--- src/sv/http_body_deframer_core_defines.svh ---
// Assertion macros shared by the body deframer modules.
`ifndef HTTP_BODY_DEFRAMER_CORE_DEFINES_SVH
`define HTTP_BODY_DEFRAMER_CORE_DEFINES_SVH

// Same-cycle implication, sampled on clk, quiet while rst_n is low.
`define HBD_ASSERT_IMPLY(lbl, ante, cons, msg) \
    lbl: assert property (@(posedge clk) disable iff (!rst_n) (ante) |-> (cons)) \
        else $error(msg);

// Next-cycle implication, sampled on clk, quiet while rst_n is low.
`define HBD_ASSERT_NEXT(lbl, ante, cons, msg) \
    lbl: assert property (@(posedge clk) disable iff (!rst_n) (ante) |=> (cons)) \
        else $error(msg);

`endif

--- src/sv/hbd_pkg.sv ---
// Types, constants and helper functions for the HTTP body deframer.
package hbd_pkg;

    // Width of the internal body byte counter; the result field is 32 bits.
    localparam int COUNT_BITS = 32;
    localparam int SUM_W      = ((COUNT_BITS > 32) ? COUNT_BITS : 32) + 1;

    localparam logic [COUNT_BITS-1:0] COUNT_MAX = '1;
    localparam logic [31:0]           SHOWN_MAX = '1;

    // Result queue geometry. Input is held off once fewer than FIFO_SLACK
    // slots are free: one item in the input register and one being accepted
    // can each push two results.
    localparam int FIFO_DEPTH = 8;
    localparam int FIFO_AW    = $clog2(FIFO_DEPTH);
    localparam int FIFO_CNT_W = $clog2(FIFO_DEPTH + 1);
    localparam int FIFO_SLACK = 4;

    // Configuration register indexes.
    localparam logic CFG_IDX_MODE   = 1'b0;
    localparam logic CFG_IDX_LENGTH = 1'b1;

    // Closing status codes.
    localparam logic [1:0] ST_COMPLETE  = 2'd0;
    localparam logic [1:0] ST_TRUNCATED = 2'd1;
    localparam logic [1:0] ST_MALFORMED = 2'd2;

    // Characters of interest.
    localparam logic [7:0] CH_LF     = 8'h0A;
    localparam logic [7:0] CH_CR     = 8'h0D;
    localparam logic [7:0] CH_TAB    = 8'h09;
    localparam logic [7:0] CH_VT     = 8'h0B;
    localparam logic [7:0] CH_FF     = 8'h0C;
    localparam logic [7:0] CH_SPACE  = 8'h20;
    localparam logic [7:0] CH_ZERO   = 8'h30;
    localparam logic [7:0] CH_NINE   = 8'h39;
    localparam logic [7:0] CH_UPPERA = 8'h41;
    localparam logic [7:0] CH_UPPERF = 8'h46;
    localparam logic [7:0] CH_LOWERA = 8'h61;
    localparam logic [7:0] CH_LOWERF = 8'h66;

    typedef enum logic [2:0] {
        PH_SIZE,
        PH_DATA,
        PH_DATA_END,
        PH_DATA_CR,
        PH_TRAILER,
        PH_BAD
    } phase_t;

    typedef struct packed {
        logic [7:0] data_byte;
        logic       end_of_body;
    } src_item_t;

    typedef struct packed {
        logic [7:0]  out_byte;
        logic        is_final;
        logic [1:0]  status;
        logic [31:0] body_count;
    } res_item_t;

    // Results produced by one input item: n of them, r0 first.
    typedef struct packed {
        logic [1:0] n;
        res_item_t  r0;
        res_item_t  r1;
    } push_t;

    // {valid, value} of a hex digit character.
    function automatic logic [4:0] hex_digit(input logic [7:0] c);
        logic [4:0] r;
        r = '0;
        if (c inside {[CH_ZERO:CH_NINE]}) begin
            r = {1'b1, 4'(c - CH_ZERO)};
        end
        else if (c inside {[CH_LOWERA:CH_LOWERF]}) begin
            r = {1'b1, 4'(c - CH_LOWERA + 8'd10)};
        end
        else if (c inside {[CH_UPPERA:CH_UPPERF]}) begin
            r = {1'b1, 4'(c - CH_UPPERA + 8'd10)};
        end
        return r;
    endfunction

    function automatic logic is_blank(input logic [7:0] c);
        return c inside {CH_SPACE, CH_TAB, CH_CR, CH_VT, CH_FF};
    endfunction

    // Clamp the internal count to the 32-bit result field.
    function automatic logic [31:0] shown_count(input logic [COUNT_BITS-1:0] cnt);
        logic [SUM_W-1:0] wide;
        wide = SUM_W'(cnt);
        return (wide > SUM_W'(SHOWN_MAX)) ? SHOWN_MAX : wide[31:0];
    endfunction

endpackage

--- src/sv/http_body_deframer_core.sv ---
// Top level of the HTTP body deframer: config registers, input register, decode, result queue.
//
// Usage:
//   src_valid/src_stall/src_item carry body bytes, one per transfer, with
//   end_of_body set on the last byte. res_valid/res_stall/res_item carry the
//   results: one per passed body byte, then one closing status result per body.
//   cfg_we/cfg_index/cfg_data write framing_mode (index 0) and the declared
//   body length (index 1); write only while no body is in flight. The mode is
//   latched on the first byte of each body.
// Path: a byte taken from src is held in the input register, decoded, and
//   its results are written into the result queue, which drives res_item.
// Throughput: one byte per cycle while src_stall is low. The closing byte of a
//   body may yield two results; the eight-entry result queue soaks those up while
//   output drains one result per cycle unless res_stall is high. src_stall rises
//   when fewer than four queue slots are free, room for the input register's item plus one more.
// Reset: rst_n clears the config registers, the framing state and the queue;
//   no result is pending afterwards.
// Receiver stall: while res_stall is high the head result holds; the queue
//   fills and src_stall then holds off the sender. No result is dropped.

module http_body_deframer_core
    import hbd_pkg::*;
(
    input  logic        clk,
    input  logic        rst_n,
    input  logic        src_valid,
    output logic        src_stall,
    input  src_item_t   src_item,
    output logic        res_valid,
    input  logic        res_stall,
    output res_item_t   res_item,
    input  logic        cfg_we,
    input  logic        cfg_index,
    input  logic [31:0] cfg_data
);

    logic        framing_mode_reg;
    logic [31:0] length_limit_reg;
    logic        item_valid_reg, item_valid_next;
    src_item_t   item_reg;
    logic        room;
    push_t       push;

    // Configuration writes: no wait state, no read-back.
    always_ff @(posedge clk or negedge rst_n)
    begin
        if (!rst_n)
        begin
            framing_mode_reg <= 1'b0;
            length_limit_reg <= '0;
        end
        else if (cfg_we)
        begin
            case (cfg_index)
                CFG_IDX_MODE:   framing_mode_reg <= cfg_data[0];
                CFG_IDX_LENGTH: length_limit_reg <= cfg_data;
                default:        ;
            endcase
        end
    end

    // Hold off the sender while fewer than four queue slots are free.
    assign src_stall       = !room;
    assign item_valid_next = src_valid && !src_stall;

    always_ff @(posedge clk or negedge rst_n)
    begin
        if (!rst_n)
        begin
            item_valid_reg <= 1'b0;
        end
        else
        begin
            item_valid_reg <= item_valid_next;
        end
    end

    // Capture the byte on every transfer; payload needs no reset.
    always_ff @(posedge clk)
    begin
        if (item_valid_next)
        begin
            item_reg <= src_item;
        end
    end

    hbd_decode u_decode (
        .clk          (clk),
        .rst_n        (rst_n),
        .framing_mode (framing_mode_reg),
        .length_limit (length_limit_reg),
        .item_valid   (item_valid_reg),
        .item         (item_reg),
        .push         (push)
    );

    hbd_out_fifo u_out_fifo (
        .clk       (clk),
        .rst_n     (rst_n),
        .push      (push),
        .room      (room),
        .res_valid (res_valid),
        .res_stall (res_stall),
        .res_item  (res_item)
    );

endmodule

--- src/sv/hbd_decode.sv ---
// Per-byte framing state machine: chunk size parsing, data pass and status.
`include "http_body_deframer_core_defines.svh"

module hbd_decode
    import hbd_pkg::*;
(
    input  logic        clk,
    input  logic        rst_n,
    input  logic        framing_mode,
    input  logic [31:0] length_limit,
    input  logic        item_valid,
    input  src_item_t   item,
    output push_t       push
);

    phase_t                phase_reg, phase_next;
    logic [31:0]           size_accum_reg, size_accum_next;
    logic                  saw_digit_reg, saw_digit_next;
    logic                  digits_done_reg, digits_done_next;
    logic                  bad_line_reg, bad_line_next;
    logic [31:0]           remaining_reg, remaining_next;
    logic [31:0]           chunk_length_reg, chunk_length_next;
    logic [COUNT_BITS-1:0] committed_reg, committed_next;
    logic                  active_reg, active_next;
    logic                  use_chunked_reg, use_chunked_next;
    logic                  limited_reg, limited_next;

    logic                  first;
    logic                  use_ch;
    logic                  lim;
    logic [31:0]           rem;
    phase_t                ph;
    logic [7:0]            ch;
    logic [4:0]            hex;
    logic                  pass;
    logic                  add_en;
    logic [31:0]           add_amt;
    logic [SUM_W-1:0]      sum;
    logic [COUNT_BITS-1:0] count_new;
    logic [31:0]           shown;
    logic [1:0]            fin_status;
    res_item_t             data_res;
    res_item_t             fin_res;

    always_ff @(posedge clk or negedge rst_n)
    begin
        if (!rst_n)
        begin
            phase_reg        <= PH_SIZE;
            size_accum_reg   <= '0;
            saw_digit_reg    <= 1'b0;
            digits_done_reg  <= 1'b0;
            bad_line_reg     <= 1'b0;
            remaining_reg    <= '0;
            chunk_length_reg <= '0;
            committed_reg    <= '0;
            active_reg       <= 1'b0;
            use_chunked_reg  <= 1'b0;
            limited_reg      <= 1'b0;
        end
        else
        begin
            phase_reg        <= phase_next;
            size_accum_reg   <= size_accum_next;
            saw_digit_reg    <= saw_digit_next;
            digits_done_reg  <= digits_done_next;
            bad_line_reg     <= bad_line_next;
            remaining_reg    <= remaining_next;
            chunk_length_reg <= chunk_length_next;
            committed_reg    <= committed_next;
            active_reg       <= active_next;
            use_chunked_reg  <= use_chunked_next;
            limited_reg      <= limited_next;
        end
    end

    always_comb
    begin
        phase_next        = phase_reg;
        size_accum_next   = size_accum_reg;
        saw_digit_next    = saw_digit_reg;
        digits_done_next  = digits_done_reg;
        bad_line_next     = bad_line_reg;
        remaining_next    = remaining_reg;
        chunk_length_next = chunk_length_reg;
        active_next       = active_reg;
        use_chunked_next  = use_chunked_reg;
        limited_next      = limited_reg;
        pass              = 1'b0;
        add_en            = 1'b0;
        add_amt           = 32'd1;

        // Latch the mode on the first byte of a body.
        first  = !active_reg;
        use_ch = first ? framing_mode : use_chunked_reg;
        lim    = first ? (length_limit != 32'd0) : limited_reg;
        rem    = first ? (framing_mode ? 32'd0 : length_limit) : remaining_reg;
        ph     = first ? PH_SIZE : phase_reg;
        ch     = item.data_byte;
        hex    = hex_digit(ch);

        if (item_valid)
        begin
            active_next      = 1'b1;
            use_chunked_next = use_ch;
            limited_next     = lim;
            remaining_next   = rem;
            phase_next       = ph;

            if (use_ch)
            begin
                case (ph)
                    PH_SIZE:
                    begin
                        if (ch == CH_LF)
                        begin
                            if (bad_line_reg || !saw_digit_reg)
                            begin
                                phase_next = PH_BAD;
                            end
                            else if (size_accum_reg == 32'd0)
                            begin
                                phase_next = PH_TRAILER;
                            end
                            else
                            begin
                                remaining_next    = size_accum_reg;
                                chunk_length_next = size_accum_reg;
                                phase_next        = PH_DATA;
                            end
                            size_accum_next  = '0;
                            saw_digit_next   = 1'b0;
                            digits_done_next = 1'b0;
                            bad_line_next    = 1'b0;
                        end
                        else if (!digits_done_reg)
                        begin
                            if (hex[4])
                            begin
                                // one more digit on a size whose top nibble is set overflows
                                if (size_accum_reg[31:28] != 4'd0)
                                begin
                                    bad_line_next = 1'b1;
                                end
                                else
                                begin
                                    size_accum_next = {size_accum_reg[27:0], hex[3:0]};
                                end
                                saw_digit_next = 1'b1;
                            end
                            else if (!saw_digit_reg && is_blank(ch))
                            begin
                                // skip leading white space
                            end
                            else
                            begin
                                digits_done_next = 1'b1;
                                if (!saw_digit_reg)
                                begin
                                    bad_line_next = 1'b1;
                                end
                            end
                        end
                    end
                    PH_DATA:
                    begin
                        pass           = 1'b1;
                        remaining_next = rem - 32'd1;
                        if (rem == 32'd1)
                        begin
                            add_en     = 1'b1;
                            add_amt    = chunk_length_reg;
                            phase_next = PH_DATA_END;
                        end
                    end
                    PH_DATA_END:
                    begin
                        if (ch == CH_CR)
                        begin
                            phase_next = PH_DATA_CR;
                        end
                        else if (ch == CH_LF)
                        begin
                            phase_next = PH_SIZE;
                        end
                        else
                        begin
                            phase_next = PH_BAD;
                        end
                    end
                    PH_DATA_CR:
                    begin
                        phase_next = (ch == CH_LF) ? PH_SIZE : PH_BAD;
                    end
                    default:
                    begin
                        // trailer and malformed bodies drop every byte
                    end
                endcase
            end
            else if (!lim)
            begin
                pass   = 1'b1;
                add_en = 1'b1;
            end
            else if (rem != 32'd0)
            begin
                pass           = 1'b1;
                add_en         = 1'b1;
                remaining_next = rem - 32'd1;
            end
        end

        // Saturating count update.
        sum = SUM_W'(committed_reg) + SUM_W'(add_amt);
        if (!add_en)
        begin
            count_new = committed_reg;
        end
        else if (sum > SUM_W'(COUNT_MAX))
        begin
            count_new = COUNT_MAX;
        end
        else
        begin
            count_new = sum[COUNT_BITS-1:0];
        end
        committed_next = count_new;
        shown          = shown_count(count_new);

        if (use_ch)
        begin
            case (phase_next)
                PH_TRAILER: fin_status = ST_COMPLETE;
                PH_BAD:     fin_status = ST_MALFORMED;
                default:    fin_status = ST_TRUNCATED;
            endcase
        end
        else
        begin
            fin_status = (!lim || remaining_next == 32'd0) ? ST_COMPLETE : ST_TRUNCATED;
        end

        data_res.out_byte   = ch;
        data_res.is_final   = 1'b0;
        data_res.status     = ST_COMPLETE;
        data_res.body_count = shown;

        fin_res.out_byte    = 8'd0;
        fin_res.is_final    = 1'b1;
        fin_res.status      = fin_status;
        fin_res.body_count  = shown;

        push.n  = item_valid ? (2'(pass) + 2'(item.end_of_body)) : 2'd0;
        push.r0 = pass ? data_res : fin_res;
        push.r1 = fin_res;

        // Close the body: return to the idle state.
        if (item_valid && item.end_of_body)
        begin
            phase_next        = PH_SIZE;
            size_accum_next   = '0;
            saw_digit_next    = 1'b0;
            digits_done_next  = 1'b0;
            bad_line_next     = 1'b0;
            remaining_next    = '0;
            chunk_length_next = '0;
            committed_next    = '0;
            active_next       = 1'b0;
            use_chunked_next  = 1'b0;
            limited_next      = 1'b0;
        end
    end

    `HBD_ASSERT_NEXT(a_body_closes, item_valid && item.end_of_body, !active_reg && phase_reg == PH_SIZE && committed_reg == '0, "deframer did not return to idle after end of body")
    `HBD_ASSERT_IMPLY(a_data_has_bytes, phase_reg == PH_DATA, remaining_reg != 32'd0, "data phase with no bytes left")
    `HBD_ASSERT_IMPLY(a_no_push_when_idle, !item_valid, push.n == 2'd0, "results pushed without an input item")

endmodule

--- src/sv/hbd_out_fifo.sv ---
// Result queue: takes up to two results a cycle, delivers one a cycle while res_stall is low.
`include "http_body_deframer_core_defines.svh"

module hbd_out_fifo
    import hbd_pkg::*;
(
    input  logic      clk,
    input  logic      rst_n,
    input  push_t     push,
    output logic      room,
    output logic      res_valid,
    input  logic      res_stall,
    output res_item_t res_item
);

    res_item_t             ring_reg [FIFO_DEPTH];
    logic [FIFO_AW-1:0]    head_reg, head_next;
    logic [FIFO_AW-1:0]    tail_reg, tail_next;
    logic [FIFO_CNT_W-1:0] count_reg, count_next;
    logic [FIFO_AW-1:0]    tail_plus1;
    logic                  pop;

    assign res_valid  = (count_reg != '0);
    assign res_item   = ring_reg[head_reg];
    assign pop        = res_valid && !res_stall;
    assign room       = (count_reg <= FIFO_CNT_W'(FIFO_DEPTH - FIFO_SLACK));
    assign tail_plus1 = tail_reg + FIFO_AW'(1);

    always_comb
    begin
        head_next  = pop ? (head_reg + FIFO_AW'(1)) : head_reg;
        tail_next  = tail_reg + FIFO_AW'(push.n);
        count_next = count_reg + FIFO_CNT_W'(push.n) - FIFO_CNT_W'(pop);
    end

    always_ff @(posedge clk or negedge rst_n)
    begin
        if (!rst_n)
        begin
            head_reg  <= '0;
            tail_reg  <= '0;
            count_reg <= '0;
        end
        else
        begin
            head_reg  <= head_next;
            tail_reg  <= tail_next;
            count_reg <= count_next;
        end
    end

    // Entries are payload only; validity lives in count_reg.
    always_ff @(posedge clk)
    begin
        if (push.n != 2'd0)
        begin
            ring_reg[tail_reg] <= push.r0;
        end
        if (push.n == 2'd2)
        begin
            ring_reg[tail_plus1] <= push.r1;
        end
    end

    `HBD_ASSERT_IMPLY(a_no_overflow, push.n != 2'd0, (FIFO_CNT_W + 1)'(count_reg) + (FIFO_CNT_W + 1)'(push.n) <= (FIFO_CNT_W + 1)'(FIFO_DEPTH) + (FIFO_CNT_W + 1)'(pop), "result queue overflow")
    `HBD_ASSERT_IMPLY(a_count_bound, 1'b1, count_reg <= FIFO_CNT_W'(FIFO_DEPTH), "result queue count out of range")
    `HBD_ASSERT_NEXT(a_count_holds, push.n == 2'd0 && !pop, $stable(count_reg), "queue count moved with no push or pop")

endmodule
--- config.mk ---
export PLATFORM = sky130hd
export DESIGN_NAME = http_body_deframer_core
export DESIGN_NICKNAME = d
export VERILOG_FILES = /design/src/sv/hbd_pkg.sv /design/src/sv/http_body_deframer_core.sv /design/src/sv/hbd_decode.sv /design/src/sv/hbd_out_fifo.sv
export VERILOG_INCLUDE_DIRS = /design/src /design/src/sv
export SDC_FILE = /design/constraint.sdc
export NUM_CORES = 1
export LEC_CHECK = 0
export BUFFER_PORTS_ARGS = -buffer_cell sky130_fd_sc_hd__buf_2
export CAP_MARGIN = 10
export CORE_ASPECT_RATIO = 2
export CORE_MARGIN = 4
export CORE_UTILIZATION = 45
export DETAILED_ROUTE_END_ITERATION = 6
export PLACE_DENSITY = 0.63
export SETUP_SLACK_MARGIN = 0.5
export SYNTH_ARGS = -nofsm -noshare
export SYNTH_HDL_FRONTEND = slang
export SYNTH_HIERARCHICAL = 1
export SYNTH_SLANG_ARGS = --single-unit
--- constraint.sdc ---
create_clock -name clk -period 8.9 [get_ports clk]
set_input_delay 0.445 -clock clk [delete_from_list [all_inputs] [get_ports clk]]
set_output_delay 0.445 -clock clk [all_outputs]
set_load 0.01 [all_outputs]
* Word level (Yosys, flattened, before mapping)
Memories as Yosys holds them, arrays and structs flattened.
Cells that the tools add are included.
Widths: inputs -> output; s select.
** Operators by class
- Add/subtract/negate cells :: 13
- Order comparisons :: 8
- Eq/ne operators :: 20
- Multiplexer cells :: 98
- Bitwise gates (word level) :: 1
- Reductions and logical operators :: 34
** Operator list (number)
- $mux 32 :: 32
- $logic_not 32->1 :: 2
- $pmux 32 s2 :: 1
- $reduce_bool 32->1 :: 2
- $mux 1 :: 47
- $mux 43 :: 1
- $eq 8x4->1 const B :: 5
- $add 32x32->33 :: 1
- $gt 33x32->1 const B :: 1
- $eq 32x1->1 const B :: 1
- $sub 32x1->32 const B :: 1
- $mux 3 :: 10
- $ge 8x7->1 const B :: 2
- $le 8x7->1 const B :: 2
- $mux 5 :: 3
- $pmux 3 s4 :: 1
- $reduce_and 6->1 :: 2
- $sub 4x1->4 const B :: 3
- $reduce_bool 2->1 :: 5
- $add 4x4->4 const B :: 2
- $eq 8x6->1 const B :: 1
- $ge 8x6->1 const B :: 1
- $le 8x6->1 const B :: 1
- $ne 4x4->1 const B :: 2
- other kinds (28) :: 45
** Word-level totals
- Register bits after elaboration :: 190
- Memory bits (writable) :: 344
- Input bits :: 47
- Output and inout bits :: 45
- Logic and storage cells :: 194
- Memories :: 1
** Memories
- u_out_fifo.ring_reg :: words 8, width 43, read ports 1, clocked after Yosys merged registers in 0, write ports 2, RTL line hbd_out_fifo.sv:16 : res_item_t ring_reg [FIFO_DEPTH];

* Depth between registers and ports, before layout
- Word-level depth :: 13
- Gate-level depth with buffers :: 30
- Depth with buffers taken out :: 23

* Cells and area by module
The synthesis kept the hierarchy.
** By module, submodules not included
- hbd_out_fifo :: instances 1, cells an instance 953, area an instance 17849.6 µm², sequential area each 10580.1 µm²
- hbd_decode :: instances 1, cells an instance 1343, area an instance 11058.1 µm², sequential area each 3428.3 µm²
- http_body_deframer_core :: instances 1, cells an instance 83, area an instance 1692.9 µm², sequential area each 1121.1 µm²

* Worst setup path before layout
Ideal clock, no wire load.
- Kind :: register to register
- From :: register u_decode.active_reg
- To :: memory u_out_fifo/ring_reg[1][0] (netlist bit), enable pin
- Library setup time :: 508 ps
- Arrival time :: 6572 ps
- Required time :: 8392 ps
- Path slack :: 1819 ps
- Cell stages (with the launch flop) :: 18
- Path buffers :: 7
- Clock period less this slack :: 7081 ps
- Cells stage by stage :: dfrtp_1 buf_2 buf_4 buf_2 buf_2 buf_2 buf_4 buf_4 a22o_1 inv_1 ha_1 nand3_2 nor3_1 a211oi_1 ha_1 and2_1 o21ai_0 o31ai_1
** RTL lines
- from (decl) :: RTL line hbd_decode.sv:24 : logic active_reg, active_next;
- from (signal assigned) :: RTL line hbd_decode.sv:71 : active_reg <= active_next;
- to (decl) :: RTL line hbd_out_fifo.sv:16

==> flow_metrics.py <==
metrics = {
    "cells_and_area": {
        "largest_reg_flops": 344,
        "drive_gt1_frac": 0.325,
        "instances_no_fill": 3338,
        "final_cell_mix": "mux2_2 (382), edfxtp_1 (353), dfrtp_1 (177), nor2_1 (161), nand2_1 (95)",
        "fin_nets": 2508,
        "area_delta_synth_final_pct": 9.31,
        "diodes": 0,
        "final_common_cell": "mux2_2",
    },
    "floorplan": {
        "std_cell_rows": 135,
        "start_util": 0.453,
        "fp.coreArea_sq_um": 67600,
        "die_x_microns": 192,
        "die_h_microns": 377,
        "io_pins": 92,
        "dieArea_sq_um": 72500,
    },
    "sta": {
        "max_freq_mhz": 131,
        "rsz0062_at_grt": "false",
        "setup_viol": 0,
        "drv_slew": 0,
        "clock-skew-final_ns": 0.0187,
        "period_minus_slack_ns": 7.64,
        "tns_ns": 0,
        "worst-slew-pin-transition_ns": 1.14,
        "hold_viol_final": 0,
        "final.period_utilization": 0.859,
        "relSlewSlack": 0.234,
    },
    "run": {
        "maxCapViolCount": 0,
    },
    "routing": {
        "detail_route.vias_per_cell": 6.14,
        "drc": 0,
        "first_iter_violations": 1475,
        "vias": 20500,
        "wl_per_cell_microns": 26.6,
        "routed_wl_microns": 88800,
        "dr.pass1.iters": 5,
        "postRouteAntennaNets": 0,
    },
    "grt": {
        "antenna_found_initial": 0,
        "grt_pass1_wl_microns": 132000,
        "grt_max_degree": 107,
        "grt_overflow": 0,
        "track_usage": 0.242,
        "grt_pass1_vias": 21200,
    },
    "power": {
        "power_switching_uw": 4350,
        "p_leak_uw": 0.0126,
        "power_density_nw_per_um2": 337,
        "max-vdd-ir-drop_mv": 0.257,
        "p_seq_frac": 0.331,
        "combPwrFrac": 0.468,
        "p_clk_frac": 0.201,
        "p_sw_frac": 0.385,
        "internal_power_uw": 6930,
    },
    "synth": {
        "synth-seq-cells": 534,
        "async_flop_share": 0.339,
        "ys_types": 100,
        "ys.flop_type": "edfxtp_1",
        "synth_edf_count": 353,
        "avgSynthCellArea_sq_um": 12.9,
        "ys_seq_area_frac": 0.494,
        "yosysWarnings": 6,
        "synthCells": 2379,
        "synthesis.area_sq_um": 30600,
    },
    "clocking": {
        "post_cts_resize_count": 0,
        "h-tree-depth": 2,
        "cts_tree": "done",
        "clk_pin_slew_ns": 0.07,
        "numCtsBuffers": 49,
        "clockBufferDepth": 3,
        "insertion_delay_ns": 0.60,
        "numClockSinks": 534,
        "cts-root-buf": "clkbuf_16",
    },
    "setup_path": {
        "critPathSlowestCell": "nor4_1",
        "critPathRequiredTime_ns": 9.36,
        "end_kind": "register",
        "path_max_fanout": 17,
        "path_cells": "nor4_1 -> nand3_1 -> a211oi_2 -> nand3_2 -> nor3_2 -> nand3_1 -> fa_1 -> nor2b_1 -> o21ai_0 -> a21boi_0 -> o211ai_1 -> a21oi_1 -> a221o_1 -> a21oi_1 -> o21a_1 -> o21ai_1 -> a21o_1 -> nor2_1 -> nor2_1 -> mux2_2",
        "cpPeakStageDelay_ns": 0.92,
        "worstSetupStartpointType": "register",
        "cp_data_arrival_time_ns": 8.11,
        "worstSetupPathType": "reg -> reg",
    },
    "placement": {
        "dp.cells": 3238,
        "port_buffers": 91,
        "dpl.hpwl_microns": 58100,
        "routabilityCongestion": 0.980,
    },
    "hold_path": {
        "hold_class": "in -> reg",
    },
    "status": {
        "status": "finished clean",
    },
}
## cell families after synthesis
family | count (synthesis) | share of synthesized area
xor gates and xnor gates | 66 | 0.0201
other | 2 | 0.000245
DFF | 534 | 0.494
AOI/OAI and AO/OA | 457 | 0.106
buffers and inverters | 221 | 0.0409
and+or+nand+nor | 533 | 0.0905
muxes | 512 | 0.225
adders and majority gates | 54 | 0.0228
## final timing paths
path,startpoint,endpoint,slack [ns],cells after the start
setup / recovery,length_limit_reg[10]$_DFFE_PN0P_,u_out_fifo/ring_reg[3][27]$_DFFE_PP_,1.26,20
max in group asynchronous,rst_n,u_decode/size_accum_reg[18]$_DFFE_PN0P_,6.65,3
setup reg to reg,length_limit_reg[10]$_DFFE_PN0P_,u_out_fifo/ring_reg[3][27]$_DFFE_PP_,1.26,20
min in group asynchronous,rst_n,u_out_fifo/count_reg[3]$_DFF_PN0_,0.50,2
hold / removal,src_item[7],item_reg[7]$_DFFE_PP_,0.05,1
hold reg to reg,u_decode/chunk_length_reg[6]$_DFFE_PN0P_,u_decode/chunk_length_reg[6]$_DFFE_PN0P_,0.49,1
## synthesized netlist by cell type, types with 11 or more instances
| cell | count | area (sq um) |
|---|---|---|
| mux2_2 | 382 | 4300 |
| edfxtp_1 | 353 | 10600 |
| dfrtp_1 | 181 | 4530 |
| nor2_1 | 164 | 616 |
| nand2_1 | 96 | 360 |
| a21oi_1 | 93 | 465 |
| mux4_2 | 86 | 1940 |
| a22o_1 | 68 | 596 |
| o21ai_0 | 68 | 340 |
| clkbuf_1 | 61 | 229 |
| buf_4 | 53 | 398 |
| ha_1 | 51 | 638 |
| and2_1 | 50 | 313 |
| buf_2 | 43 | 215 |
| and3_1 | 42 | 263 |
| inv_1 | 41 | 154 |
| xnor2_1 | 40 | 350 |
| nor3_1 | 39 | 195 |
| mux2_4 | 37 | 556 |
| xor2_1 | 24 | 210 |
| a22oi_1 | 21 | 158 |
| nor4_1 | 21 | 131 |
| nand3_1 | 20 | 100 |
| o211ai_1 | 20 | 150 |
| o21a_1 | 20 | 150 |
| buf_6 | 16 | 180 |
| a21o_1 | 15 | 113 |
| nand4_1 | 15 | 93.8 |
| o31ai_1 | 15 | 113 |
| a221oi_1 | 13 | 114 |
| nand2b_1 | 13 | 81.3 |
| o21ai_1 | 12 | 60.1 |
| o21bai_1 | 11 | 82.6 |
## critical path: cells and delay by family, from the launching register on
kind            cells  cell delay (ns)
simple gates        8             3.38
compound gates     10             2.89
mux                 1             0.30
flops               1             0.43
fa+ha+maj           1             0.49
## per-layer routing
metal,routed length [microns],global-route usage,part of all wire,vias to the layer above
met1,32200,0.275,0.36,10200
li1,-,-,-,9207
met3,4080,0.0225,0.046,274
met2,46400,0.436,0.52,809
met5,0,0,0,-
met4,6150,0.141,0.069,0
## area by class of cell
class,instances,area [sq um]
Fill cell,5923,34100
Sequential cell,534,15100
Multi-Input combinational cell,1631,14400
Clock buffer,64,1360
Tap cell,890,1110
Timing Repair Buffer,150,937
Clock inverter,28,345
Inverter,41,154
## timing repair
action / 4_1_cts / 5_1_grt
hold endpoints to repair: 4 / 2
buffers inserted: 0 / 0
endpoints found under the setup margin: 0 / 0
hold buffers: 4 / 1
## through the flow
stage	setup slack (ns)	power (uW)	utilization	area [sq um]	hold WS (ns)
global route	0.766	11900	0.495	33400	0.0181
finish	1.26	11300	0.495	33400	0.0460
floorplan	1.82	7590	-	30600	0.149
global placement	1.60	8900	0.469	31700	0.479
detailed placement	1.52	9030	0.469	31700	0.486
CTS	1.48	11300	0.495	33400	0.000188
## power by group through the flow
stage	clock (uW)	combinational [uW]	sequential [uW]
after floorplan	0	4040	3550
after global placement	0	5130	3770
after detailed placement	0	5250	3780
after CTS	2320	5270	3730
after global routing	2410	5730	3770
final	2270	5280	3730
Power figures use the tool's default switching activity.
